==> src/hw/rtl/assert_macros.svh <==
// concurrent assertion helpers, compiled out for synthesis
`ifndef ASSERT_MACROS_SVH
`define ASSERT_MACROS_SVH

`ifndef SYNTHESIS

`define FRR_ASSERT(name, clk, rst_n, prop, msg) \
    name: assert property (@(posedge clk) disable iff (!rst_n) prop) else $error(msg);

`define FRR_ASSERT_ALWAYS(name, clk, prop, msg) \
    name: assert property (@(posedge clk) prop) else $error(msg);

`else

`define FRR_ASSERT(name, clk, rst_n, prop, msg)

`define FRR_ASSERT_ALWAYS(name, clk, prop, msg)

`endif

`endif

==> src/hw/rtl/frr_pkg.sv <==
package frr_pkg;

    localparam int FRAME_MAX = 198;
    localparam int HDR_BYTES = 3;
    localparam int BUF_BYTES = 4096;

    localparam int FILL_W = 13;
    localparam int PAY_W  = 8;
    localparam int ADDR_W = 4;

    localparam logic [2:0] OP_FIRST = 3'd0;
    localparam logic [2:0] OP_MID   = 3'd1;
    localparam logic [2:0] OP_LAST  = 3'd2;
    localparam logic [2:0] OP_ABORT = 3'd3;
    localparam logic [2:0] OP_TICK  = 3'd4;

    localparam logic [1:0] PH_FREE = 2'd0;
    localparam logic [1:0] PH_RECV = 2'd1;
    localparam logic [1:0] PH_DONE = 2'd2;

    localparam logic [1:0] K_NONE  = 2'd0;
    localparam logic [1:0] K_ACK   = 2'd1;
    localparam logic [1:0] K_ABORT = 2'd2;
    localparam logic [1:0] K_ERROR = 2'd3;

    localparam logic [1:0] REG_DEST_A   = 2'd0;
    localparam logic [1:0] REG_DEST_B   = 2'd1;
    localparam logic [1:0] REG_IDLE_TO  = 2'd2;
    localparam logic [1:0] REG_MAX_TIME = 2'd3;

    localparam logic [7:0]  DEST_A_RST   = 8'd0;
    localparam logic [7:0]  DEST_B_RST   = 8'd1;
    localparam logic [31:0] IDLE_TO_RST  = 32'd5000;
    localparam logic [31:0] MAX_TIME_RST = 32'd60000;

    typedef struct packed {
        logic [2:0]  opcode;
        logic [7:0]  session_id;
        logic [15:0] seq_num;
        logic [15:0] frame_len;
        logic [7:0]  dest_id;
    } t_in_item;

    typedef struct packed {
        logic [1:0]  reply_kind;
        logic [7:0]  reply_session;
        logic [15:0] reply_seq;
        logic [7:0]  reply_dest;
        logic        write_enable;
        logic [11:0] write_offset;
        logic [7:0]  write_length;
        logic        assembly_done;
        logic [12:0] total_length;
    } t_out_item;

    typedef struct packed {
        logic [7:0]  allowed_dest_a;
        logic [7:0]  allowed_dest_b;
        logic [31:0] idle_timeout;
        logic [31:0] max_transfer_time;
    } t_cfg;

endpackage

==> src/hw/rtl/frr_engine.sv <==
`include "assert_macros.svh"

module frr_engine (
    input  logic               i_clk,
    input  logic               i_rst_n,
    input  logic               i_accept,
    input  frr_pkg::t_in_item  i_item,
    input  frr_pkg::t_cfg      i_cfg,
    output frr_pkg::t_out_item o_result
);

    logic [1:0]                  r_phase, n_phase;
    logic [7:0]                  r_cur_session, n_cur_session;
    logic [15:0]                 r_last_seq, n_last_seq;
    logic [frr_pkg::FILL_W-1:0]  r_fill_bytes, n_fill_bytes;
    logic [7:0]                  r_session_dest, n_session_dest;
    logic                        r_timer_active, n_timer_active;
    logic [31:0]                 r_since_activity, n_since_activity;
    logic [31:0]                 r_since_start, n_since_start;

    logic                        dest_ok;
    logic                        len_ok;
    logic                        last_size_ok;
    logic [frr_pkg::PAY_W-1:0]   payload;
    logic [frr_pkg::FILL_W:0]    fill_sum;
    logic                        fill_over;
    logic                        seq_far;
    logic [31:0]                 act_inc;
    logic [31:0]                 start_inc;
    logic                        is_last;
    logic                        phase_ok;
    logic                        size_ok;
    frr_pkg::t_out_item          res;

    assign dest_ok = (i_item.dest_id == i_cfg.allowed_dest_a) ||
                     (i_item.dest_id == i_cfg.allowed_dest_b);
    assign len_ok = (i_item.frame_len >= 16'(frr_pkg::HDR_BYTES)) &&
                    (i_item.frame_len <= 16'(frr_pkg::FRAME_MAX));
    assign last_size_ok = (i_item.frame_len > 16'(frr_pkg::HDR_BYTES)) &&
                          (i_item.frame_len <= 16'(frr_pkg::FRAME_MAX));
    assign payload = len_ok ? frr_pkg::PAY_W'(i_item.frame_len - 16'(frr_pkg::HDR_BYTES))
                            : '0;
    assign fill_sum = {1'b0, r_fill_bytes} + (frr_pkg::FILL_W + 1)'(payload);
    assign fill_over = fill_sum > (frr_pkg::FILL_W + 1)'(frr_pkg::BUF_BYTES);
    assign seq_far = {1'b0, i_item.seq_num} > ({1'b0, r_last_seq} + 17'd1);
    assign act_inc = (r_since_activity == '1) ? r_since_activity : r_since_activity + 32'd1;
    assign start_inc = (r_since_start == '1) ? r_since_start : r_since_start + 32'd1;
    assign is_last = (i_item.opcode == frr_pkg::OP_LAST);
    assign phase_ok = is_last ? ((r_phase == frr_pkg::PH_RECV) ||
                                 (r_phase == frr_pkg::PH_DONE))
                              : (r_phase == frr_pkg::PH_RECV);
    assign size_ok = is_last ? last_size_ok : len_ok;

    always_comb begin
        n_phase          = r_phase;
        n_cur_session    = r_cur_session;
        n_last_seq       = r_last_seq;
        n_fill_bytes     = r_fill_bytes;
        n_session_dest   = r_session_dest;
        n_timer_active   = r_timer_active;
        n_since_activity = r_since_activity;
        n_since_start    = r_since_start;
        res              = '0;

        unique case (i_item.opcode)
            frr_pkg::OP_FIRST: begin
                if (r_phase == frr_pkg::PH_DONE) begin
                    n_phase          = frr_pkg::PH_FREE;
                    n_last_seq       = '0;
                    n_timer_active   = 1'b0;
                    n_since_activity = '0;
                    n_since_start    = '0;
                end
                if (!dest_ok || !len_ok) begin
                    res.reply_kind = frr_pkg::K_ERROR;
                end else if (r_phase == frr_pkg::PH_RECV && r_last_seq == i_item.seq_num &&
                             r_cur_session == i_item.session_id) begin
                    res.reply_kind    = frr_pkg::K_ACK;
                    res.reply_session = r_cur_session;
                    res.reply_seq     = r_last_seq;
                    res.reply_dest    = i_item.dest_id;
                end else if (r_phase == frr_pkg::PH_RECV) begin
                    res.reply_kind    = frr_pkg::K_ABORT;
                    res.reply_session = i_item.session_id;
                    res.reply_dest    = i_item.dest_id;
                end else begin
                    n_last_seq       = i_item.seq_num;
                    n_fill_bytes     = frr_pkg::FILL_W'(payload);
                    n_cur_session    = i_item.session_id;
                    n_session_dest   = i_item.dest_id;
                    n_phase          = frr_pkg::PH_RECV;
                    n_timer_active   = 1'b1;
                    n_since_activity = '0;
                    n_since_start    = '0;
                    res.write_enable = (payload != '0);
                    res.write_length = payload;
                    res.reply_kind    = frr_pkg::K_ACK;
                    res.reply_session = i_item.session_id;
                    res.reply_seq     = i_item.seq_num;
                    res.reply_dest    = i_item.dest_id;
                end
            end
            frr_pkg::OP_MID, frr_pkg::OP_LAST: begin
                if (!phase_ok) begin
                    res.reply_kind = frr_pkg::K_ERROR;
                end else if (i_item.session_id != r_cur_session) begin
                    res.reply_kind    = frr_pkg::K_ABORT;
                    res.reply_session = i_item.session_id;
                    res.reply_dest    = i_item.dest_id;
                end else if (!dest_ok || seq_far || !size_ok) begin
                    res.reply_kind = frr_pkg::K_ERROR;
                end else if ((!is_last && i_item.seq_num == r_last_seq) ||
                             (is_last && r_phase == frr_pkg::PH_DONE)) begin
                    res.reply_kind    = frr_pkg::K_ACK;
                    res.reply_session = r_cur_session;
                    res.reply_seq     = r_last_seq;
                    res.reply_dest    = i_item.dest_id;
                end else if (fill_over) begin
                    res.reply_kind = frr_pkg::K_ERROR;
                end else begin
                    if (payload != '0) begin
                        res.write_enable = 1'b1;
                        res.write_offset = r_fill_bytes[11:0];
                        res.write_length = payload;
                    end
                    n_last_seq        = i_item.seq_num;
                    n_fill_bytes      = fill_sum[frr_pkg::FILL_W-1:0];
                    res.reply_kind    = frr_pkg::K_ACK;
                    res.reply_session = r_cur_session;
                    res.reply_seq     = i_item.seq_num;
                    res.reply_dest    = i_item.dest_id;
                    if (is_last) begin
                        n_phase           = frr_pkg::PH_DONE;
                        res.assembly_done = 1'b1;
                        res.total_length  = fill_sum[12:0];
                    end else begin
                        n_since_activity = '0;
                    end
                end
            end
            frr_pkg::OP_ABORT: begin
                n_phase          = frr_pkg::PH_FREE;
                n_last_seq       = '0;
                n_timer_active   = 1'b0;
                n_since_activity = '0;
                n_since_start    = '0;
            end
            frr_pkg::OP_TICK: begin
                if (r_timer_active) begin
                    n_since_activity = act_inc;
                    n_since_start    = start_inc;
                    if (act_inc > i_cfg.idle_timeout ||
                        start_inc > i_cfg.max_transfer_time) begin
                        if (r_phase == frr_pkg::PH_RECV) begin
                            res.reply_kind    = frr_pkg::K_ABORT;
                            res.reply_session = r_cur_session;
                            res.reply_dest    = r_session_dest;
                        end
                        n_phase          = frr_pkg::PH_FREE;
                        n_last_seq       = '0;
                        n_timer_active   = 1'b0;
                        n_since_activity = '0;
                        n_since_start    = '0;
                    end
                end
            end
            default: begin
                res.reply_kind = frr_pkg::K_ERROR;
            end
        endcase
    end

    assign o_result = res;

    always_ff @(posedge i_clk) begin
        if (!i_rst_n) begin
            r_phase          <= frr_pkg::PH_FREE;
            r_cur_session    <= '0;
            r_last_seq       <= '0;
            r_fill_bytes     <= '0;
            r_session_dest   <= '0;
            r_timer_active   <= 1'b0;
            r_since_activity <= '0;
            r_since_start    <= '0;
        end else if (i_accept) begin
            r_phase          <= n_phase;
            r_cur_session    <= n_cur_session;
            r_last_seq       <= n_last_seq;
            r_fill_bytes     <= n_fill_bytes;
            r_session_dest   <= n_session_dest;
            r_timer_active   <= n_timer_active;
            r_since_activity <= n_since_activity;
            r_since_start    <= n_since_start;
        end
    end

    `FRR_ASSERT(a_we_needs_ack, i_clk, i_rst_n,
        i_accept && res.write_enable |-> res.reply_kind == frr_pkg::K_ACK,
        "payload store without ack")
    `FRR_ASSERT(a_done_phase, i_clk, i_rst_n,
        i_accept && res.assembly_done |=> r_phase == frr_pkg::PH_DONE,
        "completion without done phase")
    `FRR_ASSERT(a_fill_bound, i_clk, i_rst_n,
        r_fill_bytes <= frr_pkg::FILL_W'(frr_pkg::BUF_BYTES),
        "fill beyond buffer")
    `FRR_ASSERT(a_idle_timers, i_clk, i_rst_n,
        !r_timer_active |-> r_since_activity == '0 && r_since_start == '0,
        "counters running with timer off")

endmodule

==> src/hw/rtl/fragment_reassembly_receiver.sv <==
// the result is registered: an accepted transfer is offered as a result in the next cycle
// throughput: one item per cycle while the input does not stall, set by the single registered decision stage
// input stalls only while the result register holds an untaken result and the output stalls
// reset (synchronous, active low) frees the session, zeroes the counters and the fill,
// and loads the configuration registers with their defaults
module fragment_reassembly_receiver (
    input  logic                       i_clk,
    input  logic                       i_rst_n,
    input  logic                       i_in_valid,
    output logic                       o_in_stall,
    input  frr_pkg::t_in_item          i_in_data,
    output logic                       o_out_valid,
    input  logic                       i_out_stall,
    output frr_pkg::t_out_item         o_out_data,
    input  logic                       psel,
    input  logic                       penable,
    input  logic                       pwrite,
    input  logic [frr_pkg::ADDR_W-1:0] paddr,
    input  logic [31:0]                pwdata,
    output logic [31:0]                prdata,
    output logic                       pready
);

    logic               accept;
    logic               cfg_write;
    logic [1:0]         reg_sel;
    frr_pkg::t_cfg      cfg;
    frr_pkg::t_out_item result;

    logic               r_out_valid;
    frr_pkg::t_out_item r_out_data;
    logic [7:0]         r_dest_a;
    logic [7:0]         r_dest_b;
    logic [31:0]        r_idle_timeout;
    logic [31:0]        r_max_time;

    assign pready    = 1'b1;
    assign reg_sel   = paddr[3:2];
    assign cfg_write = psel && penable && pwrite;

    always_ff @(posedge i_clk) begin
        if (!i_rst_n) begin
            r_dest_a       <= frr_pkg::DEST_A_RST;
            r_dest_b       <= frr_pkg::DEST_B_RST;
            r_idle_timeout <= frr_pkg::IDLE_TO_RST;
            r_max_time     <= frr_pkg::MAX_TIME_RST;
        end else if (cfg_write) begin
            unique case (reg_sel)
                frr_pkg::REG_DEST_A:   r_dest_a       <= pwdata[7:0];
                frr_pkg::REG_DEST_B:   r_dest_b       <= pwdata[7:0];
                frr_pkg::REG_IDLE_TO:  r_idle_timeout <= pwdata;
                frr_pkg::REG_MAX_TIME: r_max_time     <= pwdata;
            endcase
        end
    end

    always_comb begin
        unique case (reg_sel)
            frr_pkg::REG_DEST_A:   prdata = {24'd0, r_dest_a};
            frr_pkg::REG_DEST_B:   prdata = {24'd0, r_dest_b};
            frr_pkg::REG_IDLE_TO:  prdata = r_idle_timeout;
            frr_pkg::REG_MAX_TIME: prdata = r_max_time;
        endcase
    end

    assign cfg.allowed_dest_a    = r_dest_a;
    assign cfg.allowed_dest_b    = r_dest_b;
    assign cfg.idle_timeout      = r_idle_timeout;
    assign cfg.max_transfer_time = r_max_time;

    assign o_in_stall = r_out_valid && i_out_stall;
    assign accept     = i_in_valid && !o_in_stall;

    frr_engine u_engine (
        .i_clk    (i_clk),
        .i_rst_n  (i_rst_n),
        .i_accept (accept),
        .i_item   (i_in_data),
        .i_cfg    (cfg),
        .o_result (result)
    );

    // result register, refilled in the same cycle it is taken
    always_ff @(posedge i_clk) begin
        if (!i_rst_n) begin
            r_out_valid <= 1'b0;
        end else if (accept) begin
            r_out_valid <= 1'b1;
        end else if (!i_out_stall) begin
            r_out_valid <= 1'b0;
        end
    end

    always_ff @(posedge i_clk) begin
        if (accept) begin
            r_out_data <= result;
        end
    end

    assign o_out_valid = r_out_valid;
    assign o_out_data  = r_out_data;

endmodule

==> config.mk <==
export PLATFORM = sky130hd
export DESIGN_NAME = fragment_reassembly_receiver
export DESIGN_NICKNAME = d
export VERILOG_FILES = /design/src/hw/rtl/frr_pkg.sv /design/src/hw/rtl/frr_engine.sv /design/src/hw/rtl/fragment_reassembly_receiver.sv
export VERILOG_INCLUDE_DIRS = /design/src /design/src/hw/rtl
export SDC_FILE = /design/constraint.sdc
export NUM_CORES = 1
export LEC_CHECK = 0
export BUFFER_PORTS_ARGS = -buffer_cell sky130_fd_sc_hd__clkbuf_2
export CORE_MARGIN = 2
export CORE_UTILIZATION = 57
export CTS_CLUSTER_SIZE = 40
export DETAILED_ROUTE_END_ITERATION = 16
export MAX_ROUTING_LAYER = met4
export PLACE_DENSITY_LB_ADDON = 0.15
export SLEW_MARGIN = 20
export SYNTH_ARGS = -nofsm -noshare
export SYNTH_HDL_FRONTEND = slang
export SYNTH_SLANG_ARGS = --single-unit
export TNS_END_PERCENT = 5
==> constraint.sdc <==
create_clock -name i_clk -period 13 [get_ports i_clk]
set_input_delay 1.3 -clock i_clk [delete_from_list [all_inputs] [get_ports i_clk]]
set_output_delay 1.3 -clock i_clk [all_outputs]
set_load 0.03 [all_outputs]
==> summary.md, run 1 <==
| Metric | Value |
|---|---|
| Cts hold-fix bufs | 0 |
| Relative slew margins | 0.2707 |
| Fill cells | 2364 |
| Synth cell types | 80 |
| Sequential element share of the synthesized area | 0.3746 |
| CTS-repair resized insts | 0 |
| Final wirelength | just over 40 mm |
| Area Overhead vs Synth | 13.20% |
| Post-synth top flop | dfxtp_1 |
| Top cell type's share of synthesized area | 0.2439 |
| Number of synthesized register bits | 262 |
| Core Area | 27550 um2 |
| Critical Path Fanout Max | 20 |
| Share of layout cells above drive strength 1 | 0.1436 |
| Port-buffer cells | roughly 190 |
| Clock root buffer | clkbuf_16 |
| Post-synthesis async set-or-reset flop share | 0 |
| DRT antenna net count | 0 |
| Tightest Hold Check Type | flip-flop to flip-flop |
| Power Density | 101.3 nW/um2 |
| Syn nets | 2017 |
| Site Rows | 61 |
| Die Area | 29150 um2 |
| Mapped cell area | approximately 16000 um2 |
| Top-count cell post-synth | nand2_1 |
| CTS Buf Count | 29 |
| Max_cap viols | 0 |
| CP max stage delay | 0.77 ns |
| Dpl ws | approximately 6.1 ns |
| Total track usage | 0.2889 |
| Hpwl dp | 29.96 mm |
| Final hold violation count | 0 |
| Slew @ Worst Pin | 1.083 ns |
| Number of synthesized flops with an enable pin | between 60 and 70 |
| Vias | 13998 |
| GPL Wtd Cong | 0.9140 |
| TritonRoute pass-1 iters | 6 |
| Die Y | roughly 170 um |
| CTS tree | yes |
| Register Area | 5936 um2 |
| Num ports | roughly 200 |
| # DRC | 0 |
| Status | completed |
| Synth area leader | dfxtp_1 |
| GRT overflow | 0 |
| Post-synthesis cell count | 1827 |
| Average size of a mapped cell | 8.672 um2 |
| Clock-pin slew on the worst setup and hold paths | around 0.06 ns |
| Min setup slack post-route | slightly below 6 ns |
| Setup bufs post-CTS | 0 |
| Avg WL per Cell | 17.55 um |
| Critical Path Start Type | flip-flop |
| RSZ-0062 raised after global routing | false |
| Setup_tns | 0 ns |
| WHS | 0.4577 ns |
| Crit-path slowest cell | or3_1 |
| Min Tclk post-route | around 7.1 ns |
| Initial antenna violation count | 0 |
| Layout Skew | 0.02046 ns |
| Slew Limit Fails | 0 |
| Multi-input combinational cell area | between 9000 and 10000 um2 |
| Synth warn | 0 |
| H-tree lvl count | 1 |
| Critical path class | flip-flop to flip-flop |
| Post-synth top cells | nand2_1 (199), dfxtp_1 (193), nor2_1 (176) |
| Leakage | 7.216 nW |
| Worst VDD drop | 78.90 uV |
| Pin count of the biggest net entering global routing | 100 |
| Vias in the first global route | roughly 13000 |
| Fin crit share | 0.5424 |
| Worst Path Required | 13.43 ns |
| Critical-path cell list | ha_1 > nand4_1 > nor2_1 > nand4b_1 > nor4b_1 > nand3_1 > nor3_1 > and3_1 > xor2_1 > ha_1 > nand2_1 > or4_1 > or3_1 > or2_0 > o221ai_1 > o21a_1 > or3_1 > nand2_1 > o21a_1 > a32o_1 |
| Antenna diode count | 0 |
| Clock latency on the worst-skew pair | ~0.56 ns |
| Max Root-Sink Buffers | 3 |
| Mean number of vias per cell | 5.906 |
| Clock Sink Count | 262 |
| CP delay by family, top | simple AND/OR/NAND/NOR gates |
| Synth area leaders | dfxtp_1 (24%), edfxtp_1 (13%), ha_1 (7.5%), nand2_1 (4.7%), nor2_1 (4.2%) |
| WP data arrival | 7.48 ns |
| DRT iter0 DRCs | 1188 |
| Final #Nets | 2160 |
| Initial Utilization | 0.5750 |
| Worst setup EP type | flip-flop |
| First-pass GRT wire length | 66.64 mm |
| Worst Path Buf+Inv | 0 |
| Die W | 170.7 um |
| F_max | 141.8 MHz |
| Setup violators final | 0 |
-- cell type report --
class / count / area share
timing repair buffer: 208 / 0.05999
clock inverter: 14 / 0.005650
inverter: 99 / 0.02086
sequential: 262 / 0.3309
clock buffer: 39 / 0.04534
tap: 378 / 0.02637
multi-input combinational: 1370 / 0.5108
-- placed cells by master, fill, tap and decap left out, drive strengths merged, types with 18 or more instances in the layout --
| cell | count |
|---|---|
| mux2i | 60 |
| nand3 | 47 |
| nand4 | 38 |
| xor2 | 56 |
| nand2 | 199 |
| ha | 95 |
| edfxtp | 69 |
| a22oi | 32 |
| and3 | 24 |
| a21o | 23 |
| and2 | 32 |
| nor2b | 30 |
| a211oi | 18 |
| nor2 | 176 |
| dfxtp | 193 |
| nor3 | 37 |
| clkbuf | 233 |
| inv | 101 |
| o21ai | 52 |
| xnor2 | 71 |
| a22o | 32 |
| a21oi | 128 |
-- metal layers --
layer | track usage | wire (um) | vias to the layer above | part of all wire
met5 | - | 0 | - | 0
met4 | 0.09625 | 1190 | 0 | 0.029
met3 | 0.03262 | 2400 | 81 | 0.058
met2 | 0.4732 | 19640 | 458 | 0.47
met1 | 0.3737 | 18360 | 6621 | 0.44
li1 | - | - | 6838 | -
-- metrics by stage --
stage	util	instances	total power, mW	area (um2)
2_1_floorplan	-	1827	0.9843	15840
3_3_place_gp	0.6176	2317	1.041	17020
3_5_place_dp	0.6176	2317	1.043	17020
4_1_cts	0.6508	2370	1.828	17930
5_1_grt	0.6510	2370	1.877	17940
6_report	0.6510	2370	1.817	17940
-- final timing paths --
kind	to	start	slack, ns	cells past startpoint
worst max register to register	u_engine.r_last_seq[4]	u_engine.r_since_start[0]	5.95	20
worst min register to register	u_engine.r_session_dest[7]	u_engine.r_session_dest[7]	0.46	2
worst min-delay path	u_engine.r_session_dest[7]	u_engine.r_session_dest[7]	0.46	2
worst max-delay path	u_engine.r_last_seq[4]	u_engine.r_since_start[0]	5.95	20
-- registers in the layout, indices dropped and copies added (netlist names) --
name,cells
u_engine.r_phase,2
o_out_data,69
u_engine.r_session_dest,8
u_engine.r_since_activity,32
u_engine.r_fill_bytes,13
r_idle_timeout,32
u_engine.r_timer_active,1
r_dest_b,8
u_engine.r_cur_session,8
r_max_time,32
r_dest_a,8
u_engine.r_last_seq,16
u_engine.r_since_start,32
o_out_valid,1
-- power breakdown --
group / switching [mW] / leakage [nW] / total (mW) / internal [mW]
combinational: 0.113 / 4.52 / 0.166 / 0.0529
clock: 0.335 / 0.447 / 0.791 / 0.456
sequential: 0.00873 / 2.25 / 0.861 / 0.852
-- cells by family (layout without fill, tap and decap cells) --
| family | after synthesis | in the layout | share of synthesized area |
|---|---|---|---|
| AO/OA/AOI/OAI | 401 | 401 | 0.1716 |
| XOR/XNOR | 127 | 127 | 0.07020 |
| adder cells (fa/ha/maj) | 97 | 97 | 0.07692 |
| buffers and inverters | 195 | 360 | 0.04825 |
| flip-flops | 262 | 262 | 0.3746 |
| multiplexers | 71 | 71 | 0.05141 |
| other | 1 | 1 | 0.0002367 |
| AND/OR/NAND/NOR | 673 | 673 | 0.2067 |
-- worst reg2reg max path, stage by stage (launching register included) --
cell and delay [ns]:
dfxtp_1 0.35, ha_1 0.25, nand4_1 0.12, nor2_1 0.05, nand4b_1 0.32, nor4b_1 0.64
nand3_1 0.38, nor3_1 0.47, and3_1 0.29, xor2_1 0.10, ha_1 0.30, nand2_1 0.11
or4_1 0.55, or3_1 0.44, or2_0 0.29, o221ai_1 0.33, o21a_1 0.24, or3_1 0.77
nand2_1 0.12, o21a_1 0.47, a32o_1 0.33
(Power assumes the default switching activity.)
==> run 2, diff against run 1 <==
--- a/config.mk
+++ b/config.mk
@@ -8,7 +8,7 @@
 export LEC_CHECK = 0
 export BUFFER_PORTS_ARGS = -buffer_cell sky130_fd_sc_hd__clkbuf_2
 export CORE_MARGIN = 2
-export CORE_UTILIZATION = 57
+export CORE_UTILIZATION = 53
 export CTS_CLUSTER_SIZE = 40
 export DETAILED_ROUTE_END_ITERATION = 16
 export MAX_ROUTING_LAYER = met4
==> constraint.sdc (replaced) <==
create_clock -name i_clk -period 6.4 [get_ports i_clk]
set_input_delay 0.64 -clock i_clk [delete_from_list [all_inputs] [get_ports i_clk]]
set_output_delay 0.64 -clock i_clk [all_outputs]
set_load 0.03 [all_outputs]
==> summary.md, run 2 (synthesized netlist as in run 1, its figures left out) <==
| Metric | Value |
|---|---|
| Status | completed |
| Die Y | 176.9 um (+3.6%) |
| Share of layout cells above drive strength 1 | 0.1503 (+0.006749) |
| Worst R2R Path Depth | 20 (unchanged) |
| Clock latency on the worst-skew pair | 0.56 ns (about the same) |
| Power Density | 209.9 nW/um2 (+110%) |
| Final hold violation count | 0 (unchanged) |
| GPL Wtd Cong | 0.9303 (+1.8%) |
| H-tree lvl count | 1 (unchanged) |
| Hpwl dp | 31.07 mm (+3.7%) |
| Dpl ws | 0.6202 ns (-5.453 ns) |
| CTS Buf Count | 29 (unchanged) |
| Final wirelength | 43.10 mm (+3.6%) |
| Most frequent cells in the layout | nand2_1 (199), clkbuf_2 (194), dfxtp_1 (193), nor2_1 (175), a21oi_1 (127) |
| Clock-pin slew on the worst setup and hold paths | 0.06 ns (about the same) |
| Min Tclk post-route | 5.806 ns (-1.245 ns) |
| TritonRoute pass-1 iters | 5 (-1) |
| Initial antenna violation count | 0 (unchanged) |
| F_max | 172.2 MHz (+21%) |
| Relative slew margins | 0.2411 (-0.02960) |
| Hold wc startpoint | pwdata[12] |
| CP max stage delay | 0.51 ns (-0.26 ns) |
| Slew Limit Fails | 0 (unchanged) |
| Area Overhead vs Synth | 14.59% |
| Register Area | 5936 um2 (unchanged) |
| Worst setup EP type | flip-flop |
| Reg-to-reg endpoint | u_engine.r_since_activity[0] |
| Critical-path cell list | nand4_1 > or2_2 > nor4b_1 > nand3_1 > nor3_1 > and4_1 > xor2_1 > ha_1 > nand3_1 > or4_1 > or3_1 > or2_0 > o221ai_1 > o21ai_0 > nand3_1 > buf_4 > buf_4 > nor2_1 > o21ai_0 > a21oi_1 |
| Num ports | 198 (unchanged) |
| Mean number of vias per cell | 5.871 (-0.59%) |
| Setup violators final | 0 (unchanged) |
| CTS-repair resized insts | 0 (unchanged) |
| Layout Skew | 0.009274 ns (-0.01118 ns) |
| Clock Sink Count | 262 (unchanged) |
| CTS tree | yes |
| Multi-input combinational cell area | 9158 um2 (about the same) |
| Total track usage | 0.2779 (-0.01099) |
| RSZ-0062 raised after global routing | false |
| Port-buffer cells | 194 (unchanged) |
| Reg-to-Reg Start | u_engine.r_since_start[3] |
| GRT overflow | 0 (unchanged) |
| Vias in the first global route | 13391 (+1.3%) |
| Max FFs per register | 69 (unchanged) |
| Critical path class | flip-flop to flip-flop |
| Most common cell after layout, fill and taps aside | nand2_1 |
| Max_cap viols | 0 (unchanged) |
| Hold depth | 3 (+1) |
| First-pass GRT wire length | 68.70 mm (+3.1%) |
| Critical Path Fanout Max | 12 (-40%) |
| FF-to-FF setup slack | 0.59 ns (-5.35 ns) |
| Min setup slack post-route | 0.5940 ns (-5.355 ns) |
| Cts hold-fix bufs | 0 (unchanged) |
| Fill cells | 2685 (+14%) |
| Initial Utilization | 0.5360 (-0.03904) |
| Clock root buffer | clkbuf_16 |
| Vias | 14085 (+0.62%) |
| # DRC | 0 (unchanged) |
| Antenna diode count | 0 (unchanged) |
| Die Area | 31290 um2 (+7.4%) |
| CP dominant cell by count | nand3_1 |
| Setup_tns | 0 ns (unchanged) |
| WHS | 0.3129 ns (-0.1447 ns) |
| Fin crit share | 0.9072 (+0.3648) |
| Tightest Hold Check Type | primary input to flip-flop |
| DRT iter0 DRCs | 1104 (-7.1%) |
| DRT antenna net count | 0 (unchanged) |
| Max Root-Sink Buffers | 3 (unchanged) |
| Final #Nets | 2177 (+0.79%) |
| Die W | 176.9 um (+3.6%) |
| WP data arrival | 6.20 ns (-1.28 ns) |
| Leakage | 7.341 nW (+1.7%) |
| Critical Path Start Type | flip-flop |
| Crit-path slowest cell | or4_1 |
| Core Area | 29560 um2 (+7.3%) |
| Slew @ Worst Pin | 1.135 ns (+0.05266 ns) |
| Final Core Density | 0.6142 (-0.03679) |
| Worst Path Required | 6.80 ns (-6.63 ns) |
| Hold Path Sink | r_max_time[12] |
| Setup bufs post-CTS | 0 (unchanged) |
| Pin count of the biggest net entering global routing | 87 (-13%) |
| Avg WL per Cell | 17.96 um (+2.4%) |
| Site Rows | 63 (+3.3%) |
| Worst VDD drop | 178.1 uV (+130%) |
## run 2: changes by cell type in the layout (fill, tap and decap cells not counted)
cell	previous run	this run
buf_12	0	1
buf_4	14	30
bufinv_16	1	4
clkbuf_1	5	7
clkinv_1	3	1
clkinv_2	5	6
clkinvlp_4	3	0
inv_4	3	1
inv_6	0	1
nand3_1	46	47
nand3_2	1	0
## run 2: how the worst max path moves through the flow
stage / cells past startpoint / start / to
floorplan: 21 / u_engine.r_since_start[26] / u_engine.r_since_start[0]
global placement: 19 / i_in_data[12] / o_out_data[10]
detailed placement: 19 / i_in_data[23] / o_out_data[9]
CTS: 20 / u_engine.r_since_start[3] / u_engine.r_since_activity[0]
global route: 20 / u_engine.r_since_start[3] / u_engine.r_since_activity[0]
finish: 20 / u_engine.r_since_start[3] / u_engine.r_since_activity[0]
## run 2: worst max-delay path: cells and delay by family, from the launching register on
family                     cells  cell delay [ns]
and+or+nand+nor               12             3.61
AOI/OAI and AO/OA              4             0.77
DFF                            1             0.44
buffers and inverters          2             0.42
adders and majority gates      1             0.30
xor gates and xnor gates       1             0.09
## run 2: power by group
part / switching, mW / internal (mW) / total, mW
combinational: 0.229 / 0.109 / 0.338
clock: 0.676 / 1.05 / 1.72
sequential: 0.0185 / 1.73 / 1.75
total: 0.924 / 2.89 / 3.81
## run 2: layer usage
| metal | share of wire | track usage | wire [um] |
|---|---|---|---|
| met1 | 0.45 | 0.3519 | 19210 |
| met3 | 0.049 | 0.03179 | 2091 |
| met4 | 0.020 | 0.06612 | 868 |
| met2 | 0.49 | 0.4759 | 20930 |
| met5 | 0 | - | 0 |
## run 2: metrics by stage
stage                     area (um2)  power, mW  std cells
after floorplan                15840      1.999       1827
after global placement         17170      2.117       2346
after detailed placement       17170      2.122       2346
after CTS                      18150      3.837       2399
after global routing           18150      3.932       2399
final                          18150      3.812       2399
## run 2: area by class of cell
cell class | instances | share of cell area
sequential | 262 | 0.3269
inverter | 99 | 0.02061
multi-input combinational | 1370 | 0.5044
timing repair buffer | 225 | 0.06699
tap | 390 | 0.02688
clock buffer | 41 | 0.04521
clock inverter | 12 | 0.008959
